===== config.mk =====
export PLATFORM = sky130hd
export DESIGN_NAME = cflba_ctrl_flat
export DESIGN_NICKNAME = d
export VERILOG_FILES = /design/src/hw/rtl/cflba_pkg.sv /design/src/hw/rtl/cflba_ifs.sv /design/src/hw/rtl/cflba_ctrl.sv /design/src/flat_wrapper.sv
export VERILOG_INCLUDE_DIRS = /design/src /design/src/hw/rtl
export SDC_FILE = /design/constraint.sdc
export NUM_CORES = 1
export LEC_CHECK = 0
export ABC_AREA = 1
export BUFFER_PORTS_ARGS = -buffer_cell sky130_fd_sc_hd__buf_4
export CAP_MARGIN = 15
export CORE_ASPECT_RATIO = 1.5
export CORE_MARGIN = 5
export CORE_UTILIZATION = 48
export DETAILED_ROUTE_END_ITERATION = 10
export GPL_TIMING_DRIVEN = 0
export PLACE_DENSITY = 0.72
export REMOVE_ABC_BUFFERS = 1
export SLEW_MARGIN = 20
export SYNTH_ARGS = -nofsm -noshare
export SYNTH_HDL_FRONTEND = slang
export SYNTH_SLANG_ARGS = --single-unit

===== constraint.sdc =====
create_clock -name clk -period 3.8 [get_ports clk]
set_input_delay 0.76 -clock clk [delete_from_list [all_inputs] [get_ports clk]]
set_output_delay 0.76 -clock clk [all_outputs]
set_load 0.02 [all_outputs]

===== src/hw/rtl/assert_macros.svh =====
// Assertion macros for the allocator RTL
`ifndef ASSERT_MACROS_SVH
`define ASSERT_MACROS_SVH

// Condition holds at every clock edge outside reset
`define ASSERT_ALWAYS(label, cond, msg) \
  label: assert property (@(posedge clk) disable iff (rst) (cond)) else $error(msg);

// Antecedent in one cycle implies consequent in the same cycle
`define ASSERT_IMPLIES(label, ante, cons, msg) \
  label: assert property (@(posedge clk) disable iff (rst) (ante) |-> (cons)) else $error(msg);

`endif


===== src/hw/rtl/cflba_pkg.sv =====
// Types and constants of the chunked free-list block allocator
`timescale 1ns / 1ps
`default_nettype none

package cflba_pkg;

  localparam int TYPE_W = 2;
  localparam int IDX_W  = 10;
  localparam int CNT_W  = 11;

  localparam logic [CNT_W-1:0] COUNT_MAX     = 11'd2047;
  localparam logic [CNT_W-1:0] CHUNK_DEFAULT = 11'd16;

  typedef enum logic [TYPE_W-1:0] {
    REQ_ALLOC = 2'd0,
    REQ_FREE  = 2'd1,
    REQ_QUERY = 2'd2
  } req_type_t;

  typedef enum logic [1:0] {
    ST_IDLE,
    ST_EXEC,
    ST_REFILL,
    ST_RELOAD
  } state_t;

  typedef enum logic {
    STATUS_OK        = 1'b0,
    STATUS_EXHAUSTED = 1'b1
  } status_t;

endpackage

`default_nettype wire


===== src/hw/rtl/cflba_ifs.sv =====
// Request and response channel interfaces of the allocator
`timescale 1ns / 1ps
`default_nettype none

interface cflba_req_if;
  logic                         valid;
  logic                         ready;
  logic [cflba_pkg::TYPE_W-1:0] req_type;
  logic [cflba_pkg::IDX_W-1:0]  free_index;

  modport source (output valid, req_type, free_index, input ready);
  modport sink (input valid, req_type, free_index, output ready);
endinterface

interface cflba_rsp_if;
  logic                        valid;
  logic                        ready;
  logic [cflba_pkg::IDX_W-1:0] block_index;
  logic                        status;
  logic [cflba_pkg::CNT_W-1:0] available_count;

  modport source (output valid, block_index, status, available_count, input ready);
  modport sink (input valid, block_index, status, available_count, output ready);
endinterface

`default_nettype wire


===== src/hw/rtl/cflba_ctrl.sv =====
// Allocator sequencer: list head, counters, refill walk and result register
`timescale 1ns / 1ps
`default_nettype none

`include "assert_macros.svh"

module cflba_ctrl #(
  parameter int POOL_BLOCKS = 1024
) (
  input  wire logic                           clk,
  input  wire logic                           rst,
  cflba_req_if.sink                           req,
  cflba_rsp_if.source                         rsp,
  input  wire logic [$clog2(POOL_BLOCKS)-1:0] req_index,
  input  wire logic [cflba_pkg::CNT_W-1:0]    chunk,
  output logic      [$clog2(POOL_BLOCKS)-1:0] mem_rd_addr,
  input  wire logic [$clog2(POOL_BLOCKS)-1:0] mem_rd_data,
  output logic                                mem_wr_en,
  output logic      [$clog2(POOL_BLOCKS)-1:0] mem_wr_addr,
  output logic      [$clog2(POOL_BLOCKS)-1:0] mem_wr_data
);

  localparam int AW = $clog2(POOL_BLOCKS);
  localparam int WW = $clog2(POOL_BLOCKS + 1);
  localparam int CW = cflba_pkg::CNT_W;
  localparam int LW = ((WW > CW) ? WW : CW) + 1;
  localparam int XW = (AW > cflba_pkg::IDX_W) ? AW : cflba_pkg::IDX_W;

  cflba_pkg::state_t state, state_next;

  logic [cflba_pkg::TYPE_W-1:0] req_type_q, req_type_q_next;
  logic [AW-1:0]                index_q, index_q_next;
  logic [AW-1:0]                head, head_next;
  logic                         nonempty, nonempty_next;
  logic [WW-1:0]                watermark, watermark_next;
  logic [CW-1:0]                count, count_next;
  logic [CW-1:0]                fill, fill_next;

  logic                         out_valid, out_valid_next;
  logic [cflba_pkg::IDX_W-1:0]  out_block, out_block_next;
  logic                         out_status, out_status_next;
  logic [CW-1:0]                out_count, out_count_next;

  logic          out_free;
  logic          chunk_ok;
  logic [LW-1:0] fill_addr;
  logic [LW-1:0] chunk_end;
  logic [XW-1:0] head_wide;
  logic [CW-1:0] count_dec;
  logic [CW-1:0] count_inc;

  assign out_free  = !out_valid || rsp.ready;
  assign chunk_ok  = (chunk != '0) &&
                     (LW'(chunk) <= (LW'(POOL_BLOCKS) - LW'(watermark)));
  assign fill_addr = LW'(watermark) + LW'(fill);
  assign chunk_end = LW'(watermark) + LW'(chunk);
  assign head_wide = XW'(head);
  assign count_dec = (count != '0) ? (count - 1'b1) : '0;
  assign count_inc = (count == cflba_pkg::COUNT_MAX) ? count : (count + 1'b1);

  assign mem_rd_addr = head;

  assign req.ready           = (state == cflba_pkg::ST_IDLE);
  assign rsp.valid           = out_valid;
  assign rsp.block_index     = out_block;
  assign rsp.status          = out_status;
  assign rsp.available_count = out_count;

  always_ff @(posedge clk) begin
    if (rst) begin
      state     <= cflba_pkg::ST_IDLE;
      head      <= '0;
      nonempty  <= 1'b0;
      watermark <= '0;
      count     <= '0;
      fill      <= '0;
      out_valid <= 1'b0;
    end else begin
      state     <= state_next;
      head      <= head_next;
      nonempty  <= nonempty_next;
      watermark <= watermark_next;
      count     <= count_next;
      fill      <= fill_next;
      out_valid <= out_valid_next;
    end
  end

  always_ff @(posedge clk) begin
    req_type_q <= req_type_q_next;
    index_q    <= index_q_next;
    out_block  <= out_block_next;
    out_status <= out_status_next;
    out_count  <= out_count_next;
  end

  always_comb begin
    state_next      = state;
    req_type_q_next = req_type_q;
    index_q_next    = index_q;
    head_next       = head;
    nonempty_next   = nonempty;
    watermark_next  = watermark;
    count_next      = count;
    fill_next       = fill;
    out_valid_next  = out_valid && !rsp.ready;
    out_block_next  = out_block;
    out_status_next = out_status;
    out_count_next  = out_count;
    mem_wr_en       = 1'b0;
    mem_wr_addr     = index_q;
    mem_wr_data     = head;

    case (state)
      cflba_pkg::ST_IDLE: begin
        if (req.valid) begin
          req_type_q_next = req.req_type;
          index_q_next    = req_index;
          state_next      = cflba_pkg::ST_EXEC;
        end
      end

      cflba_pkg::ST_EXEC: begin
        if (req_type_q == cflba_pkg::REQ_ALLOC && !nonempty && chunk_ok) begin
          fill_next  = '0;
          state_next = cflba_pkg::ST_REFILL;
        end else if (out_free) begin
          out_valid_next  = 1'b1;
          out_block_next  = '0;
          out_status_next = cflba_pkg::STATUS_OK;
          out_count_next  = count;
          state_next      = cflba_pkg::ST_IDLE;
          if (req_type_q == cflba_pkg::REQ_ALLOC) begin
            if (nonempty) begin
              out_block_next = head_wide[cflba_pkg::IDX_W-1:0];
              out_count_next = count_dec;
              head_next      = mem_rd_data;
              count_next     = count_dec;
              nonempty_next  = (count_dec != '0);
            end else begin
              out_status_next = cflba_pkg::STATUS_EXHAUSTED;
            end
          end else if (req_type_q == cflba_pkg::REQ_FREE) begin
            mem_wr_en      = 1'b1;
            head_next      = index_q;
            nonempty_next  = 1'b1;
            count_next     = count_inc;
            out_count_next = count_inc;
          end
        end
      end

      cflba_pkg::ST_REFILL: begin
        mem_wr_en   = 1'b1;
        mem_wr_addr = fill_addr[AW-1:0];
        mem_wr_data = (fill == '0) ? '0 : AW'(fill_addr - 1'b1);
        fill_next   = fill + 1'b1;
        if (fill_next == chunk) begin
          head_next      = AW'(chunk_end - 1'b1);
          nonempty_next  = 1'b1;
          count_next     = chunk;
          watermark_next = chunk_end[WW-1:0];
          state_next     = cflba_pkg::ST_RELOAD;
        end
      end

      cflba_pkg::ST_RELOAD: begin
        state_next = cflba_pkg::ST_EXEC;
      end

      default: begin
        state_next = cflba_pkg::ST_IDLE;
      end
    endcase
  end

  `ASSERT_ALWAYS(a_count_tracks_list, nonempty == (count != '0), "list flag and count disagree")
  `ASSERT_ALWAYS(a_head_in_pool, LW'(head) < LW'(POOL_BLOCKS), "list head outside the pool")
  `ASSERT_ALWAYS(a_watermark_bound, LW'(watermark) <= LW'(POOL_BLOCKS), "watermark past pool end")
  `ASSERT_IMPLIES(a_refill_bound, state == cflba_pkg::ST_REFILL, fill < chunk, "refill overran chunk")

endmodule

`default_nettype wire


===== src/flat_wrapper.sv =====
// flat-port wrapper written by rule: the top's interface ports become plain ports
module cflba_ctrl_flat 
#(
  parameter int POOL_BLOCKS = 1024
)
  (clk, rst, req_index, chunk, mem_rd_addr, mem_rd_data, mem_wr_en, mem_wr_addr, mem_wr_data, req_valid, req_req_type, req_free_index, req_ready, rsp_valid, rsp_block_index, rsp_status, rsp_available_count, rsp_ready);
  cflba_req_if req_i ();
  cflba_rsp_if rsp_i ();
  input  wire logic clk;
  input  wire logic rst;
  input  wire logic [$clog2(POOL_BLOCKS)-1:0] req_index;
  input  wire logic [cflba_pkg::CNT_W-1:0] chunk;
  output logic      [$clog2(POOL_BLOCKS)-1:0] mem_rd_addr;
  input  wire logic [$clog2(POOL_BLOCKS)-1:0] mem_rd_data;
  output logic mem_wr_en;
  output logic      [$clog2(POOL_BLOCKS)-1:0] mem_wr_addr;
  output logic      [$clog2(POOL_BLOCKS)-1:0] mem_wr_data;
  input wire logic [$bits(req_i.valid)-1:0] req_valid;
  input wire logic [$bits(req_i.req_type)-1:0] req_req_type;
  input wire logic [$bits(req_i.free_index)-1:0] req_free_index;
  output wire logic [$bits(req_i.ready)-1:0] req_ready;
  output wire logic [$bits(rsp_i.valid)-1:0] rsp_valid;
  output wire logic [$bits(rsp_i.block_index)-1:0] rsp_block_index;
  output wire logic [$bits(rsp_i.status)-1:0] rsp_status;
  output wire logic [$bits(rsp_i.available_count)-1:0] rsp_available_count;
  input wire logic [$bits(rsp_i.ready)-1:0] rsp_ready;
  assign req_i.valid = req_valid;
  assign req_i.req_type = req_req_type;
  assign req_i.free_index = req_free_index;
  assign req_ready = req_i.ready;
  assign rsp_valid = rsp_i.valid;
  assign rsp_block_index = rsp_i.block_index;
  assign rsp_status = rsp_i.status;
  assign rsp_available_count = rsp_i.available_count;
  assign rsp_i.ready = rsp_ready;
  cflba_ctrl #(.POOL_BLOCKS(POOL_BLOCKS)) u_core (.clk(clk), .rst(rst), .req(req_i), .rsp(rsp_i), .req_index(req_index), .chunk(chunk), .mem_rd_addr(mem_rd_addr), .mem_rd_data(mem_rd_data), .mem_wr_en(mem_wr_en), .mem_wr_addr(mem_wr_addr), .mem_wr_data(mem_wr_data));
endmodule

==> qor.log <==
[status] run status finished, final reports clean
[routing] average wire per standard cell 16.7 um
[finish] number of inserted diodes 0
[synthesis] EDFF count, synth 34
[power_and_ir_drop] worst vdd ir 0.342 mV
[timing] Slew Limit Fails 0
[synthesis] post-synthesis cell area 6420 um^2
[timing] relative max-transition margin 28.0%
[global_routing] initial antenna violation count 0
[timing] Hold Vio Cnt, Final 0
[timing] RSZ-0062 raised after global routing yes
[finish] FILL cells 1226
[cts] TritonCTS clock tree yes
[worst_setup_path] endpoint kind of the worst setup timing path output port
[cts] number of hold-repair buffers added at the cts stage 0
[cts] clock sink count 81
[global_routing] pin count of the biggest net entering global routing 34
[synthesis] number of register bits inferred by synthesis 81
[synthesis] Primary FF master, synth sky130_fd_sc_hd__dfxtp_1
[floorplanning] core region area 13100 um^2
[finish] proportion of layout cells with a drive suffix above 1 18.1%
[power_and_ir_drop] sum of internal, switching and leakage power 4760 uW
[worst_setup_path] Critical Setup Path Class reg -> out
[place] global placement routability congestion 0.937
[finish] Post-layout nets 1122
[routing] number of design-rule violations left by the first detailed-router iteration 288
[floorplanning] width of the die 104 um
[floorplanning] vertical extent of the die 152 um
[routing] ratio of routed vias to standard cells 5.48
[cts] clock buffer depth 2
[floorplanning] I/O pin count 102
[routing] final routed DRC violation total 0
[timing] Finish-stage setup viols 0
[cts] Root Driver sky130_fd_sc_hd__clkbuf_16
[finish] post-route core utilization 60.1%
[routing] Antenna Violating Nets Remaining 0
[timing] setup skew after layout 6.41 ps
[min_path] worst hold-check path type reg -> reg
[cts] total clock buffers created by CTS 9
[synthesis] Distinct cells, synth 46
[power_and_ir_drop] power density of the placed cells 605 nW/um^2
[worst_setup_path] startpoint kind of the worst setup timing path flip-flop
[place] port bufs 91
[worst_setup_path] signal arrival time at the worst endpoint 2960 ps
[global_routing] vias in the first global route 6527
[floorplanning] Die Area 15800 um^2
[timing] clock period minus final worst setup slack 3720 ps
[synthesis] warning count from the yosys run 0
[synthesis] Async S/R FF share, synth 0%
[global_routing] total global-route track usage 24.9%
[global_routing] total congestion overflow after global routing 0
[finish] total area of multi-input combinational cells 4050 um^2
[timing] upper clock frequency limit 269 MHz
[synthesis] fraction of the yosys area taken by sequential cells 30.5%
[routing] routed via count 6553
[place] Detailed Place HPWL 14.9 mm
[finish] footprint of the flip-flops and latches 1980 um^2
[worst_setup_path] CP Max Fanout 3
[floorplanning] initial standard-cell utilization of the core 49.1%
[synthesis] number of instances in the synthesized netlist 941
[worst_setup_path] worst-case reg-to-reg path depth 11
[synthesis] average footprint of a synthesized cell 6.83 um^2
[global_routing] wire length of the first global-routing pass 31.4 mm
[routing] final wirelength 20.0 mm
[cts] H-tree levels 3
[min_path] Hold Path Cell Cnt 2
[job] MaxCap Viol Count 0
[cts] Clk pin slew, worst setup/hold paths 60 ps
[timing] actual transition at the worst max-transition pin 1080 ps
[timing] fin crit share 98.0%
[power_and_ir_drop] reported leakage power 0.00365 uW
[floorplanning] row count 51
[cts] worst skew pair latency 350 ps
[worst_setup_path] worst path required time 3040 ps
[finish] area grow syn2layout 22.4%
[routing] number of iterations in the first detailed-routing pass 5
what timing repair did:
action,CTS,global route
resized for setup,23,31
setup endpoints to repair,37,5
setup buffers,12,1
gates cloned,1,0
pin swaps,13,8
where the power goes:
group	switching [uW]	leakage [uW]	internal [uW]	total (uW)
Sequential	156	0.000715	1160	1320
Clock	385	0.000177	713	1100
Combinational	1530	0.00276	811	2340
synthesized netlist by cell type (3+ instances only):
cell type	number	area share [%]
sky130_fd_sc_hd__nor3_1	9	0.70
sky130_fd_sc_hd__nor2_2	5	0.49
sky130_fd_sc_hd__nand2_1	249	15
sky130_fd_sc_hd__nand3b_1	7	0.82
sky130_fd_sc_hd__a21oi_1	55	4.3
sky130_fd_sc_hd__mux2i_1	9	1.4
sky130_fd_sc_hd__dfxtp_1	47	15
sky130_fd_sc_hd__o211ai_1	8	0.93
sky130_fd_sc_hd__nor4_1	3	0.29
sky130_fd_sc_hd__ha_1	41	8.0
sky130_fd_sc_hd__buf_2	6	0.47
sky130_fd_sc_hd__nand3_1	72	5.6
sky130_fd_sc_hd__o22ai_1	7	0.68
sky130_fd_sc_hd__o21ai_0	47	3.7
sky130_fd_sc_hd__xor2_1	34	4.6
sky130_fd_sc_hd__inv_2	4	0.23
sky130_fd_sc_hd__clkbuf_1	14	0.82
sky130_fd_sc_hd__buf_1	3	0.18
sky130_fd_sc_hd__inv_1	116	6.8
sky130_fd_sc_hd__nand4_1	22	2.1
sky130_fd_sc_hd__edfxtp_1	34	16
sky130_fd_sc_hd__nor2_1	98	5.7
sky130_fd_sc_hd__a31oi_1	4	0.39
sky130_fd_sc_hd__o221ai_1	4	0.55
sky130_fd_sc_hd__xnor2_1	7	0.95
sky130_fd_sc_hd__nand2_4	3	0.53
sky130_fd_sc_hd__nor2_4	4	0.70
critical path, cell delays in order (launching register included):
cell and delay [ps]:
sky130_fd_sc_hd__dfxtp_4 370, sky130_fd_sc_hd__inv_4 60, sky130_fd_sc_hd__ha_4 120, sky130_fd_sc_hd__nand3_2 70, sky130_fd_sc_hd__nor2_2 120, sky130_fd_sc_hd__nand2_2 100
sky130_fd_sc_hd__nor3_4 150, sky130_fd_sc_hd__nand3b_1 110, sky130_fd_sc_hd__xor2_1 150, sky130_fd_sc_hd__ha_1 290, sky130_fd_sc_hd__nand4_1 110, sky130_fd_sc_hd__nor4_2 50
sky130_fd_sc_hd__a21oi_2 150, sky130_fd_sc_hd__nand2_4 100, sky130_fd_sc_hd__nand2_4 90, sky130_fd_sc_hd__nand2_4 70, sky130_fd_sc_hd__nor2_4 110, sky130_fd_sc_hd__nand2_1 70
sky130_fd_sc_hd__a21oi_2 170, sky130_fd_sc_hd__buf_6 140
layer usage:
layer / vias up / share of wire (%) / track usage (%)
met2: 201 / 53 / 45.6
met4: 0 / 5.6 / 16.6
met3: 74 / 3.8 / 4.11
met5: - / 0 / 0
met1: 3006 / 37 / 26.0
li1: 3272 / - / -
placed cells by master (no fill, tap or decap), types with 9 or more instances in the layout:
cell                          n
sky130_fd_sc_hd__nand2_1    242
sky130_fd_sc_hd__inv_1      111
sky130_fd_sc_hd__buf_4      103
sky130_fd_sc_hd__nor2_1      94
sky130_fd_sc_hd__nand3_1     70
sky130_fd_sc_hd__a21oi_1     52
sky130_fd_sc_hd__o21ai_0     47
sky130_fd_sc_hd__ha_1        37
sky130_fd_sc_hd__dfxtp_1     36
sky130_fd_sc_hd__edfxtp_1    34
sky130_fd_sc_hd__xor2_1      32
sky130_fd_sc_hd__nand4_1     22
sky130_fd_sc_hd__mux2i_1      9
sky130_fd_sc_hd__clkbuf_16    9
state kept, by name, indices dropped and copies added (netlist names):
register,flops
u_core.rsp.status,1
u_core.rsp.valid,1
u_core.fill,11
u_core.mem_rd_addr,10
u_core.nonempty,1
u_core.rsp.available_count,11
u_core.count,11
u_core.req_type_q,2
u_core.index_q,10
u_core.watermark,11
u_core.state,2
u_core.rsp.block_index,10
cells by family after synthesis:
group / count (synthesis) / share of synthesized area, %
AOI/OAI and AO/OA: 140 / 12.3
buffers and inverters: 147 / 9.00
muxes: 9 / 1.40
xor gates and xnor gates: 41 / 5.59
and+or+nand+nor: 480 / 32.6
adders and majority gates: 43 / 8.61
DFF: 81 / 30.5
through the flow:
stage               cells  TNS, ps  area (um^2)  setup WS [ps]  hold slack [ps]
floorplan             915     -767         6300           -767              461
finish               1196        0         7870           77.4              506
detailed placement   1166    -3560         7220           -942              496
global route         1196     -158         7870           -127              527
global placement     1165   -46040         7180          -1870              489
CTS                  1195    -26.0         7760          -26.0              505
layout make-up:
class,count,area share (%)
Clock buffer,10,2.91
Clock inverter,6,1.75
Inverter,121,5.84
Multi-Input combinational cell,714,51.4
Sequential cell,81,25.2
Tap cell,159,2.53
Timing Repair Buffer,105,10.3
path summary, 6_finish.rpt:
kind                           to  slack [ps]            startpoint
hold / removal    u_core.fill[10]         510       u_core.fill[10]
hold reg to reg   u_core.fill[10]         510       u_core.fill[10]
setup / recovery        mem_wr_en          80   u_core.watermark[0]
setup reg to reg   u_core.fill[0]         530  u_core.req_type_q[1]
Power figures use the tool's default switching activity.
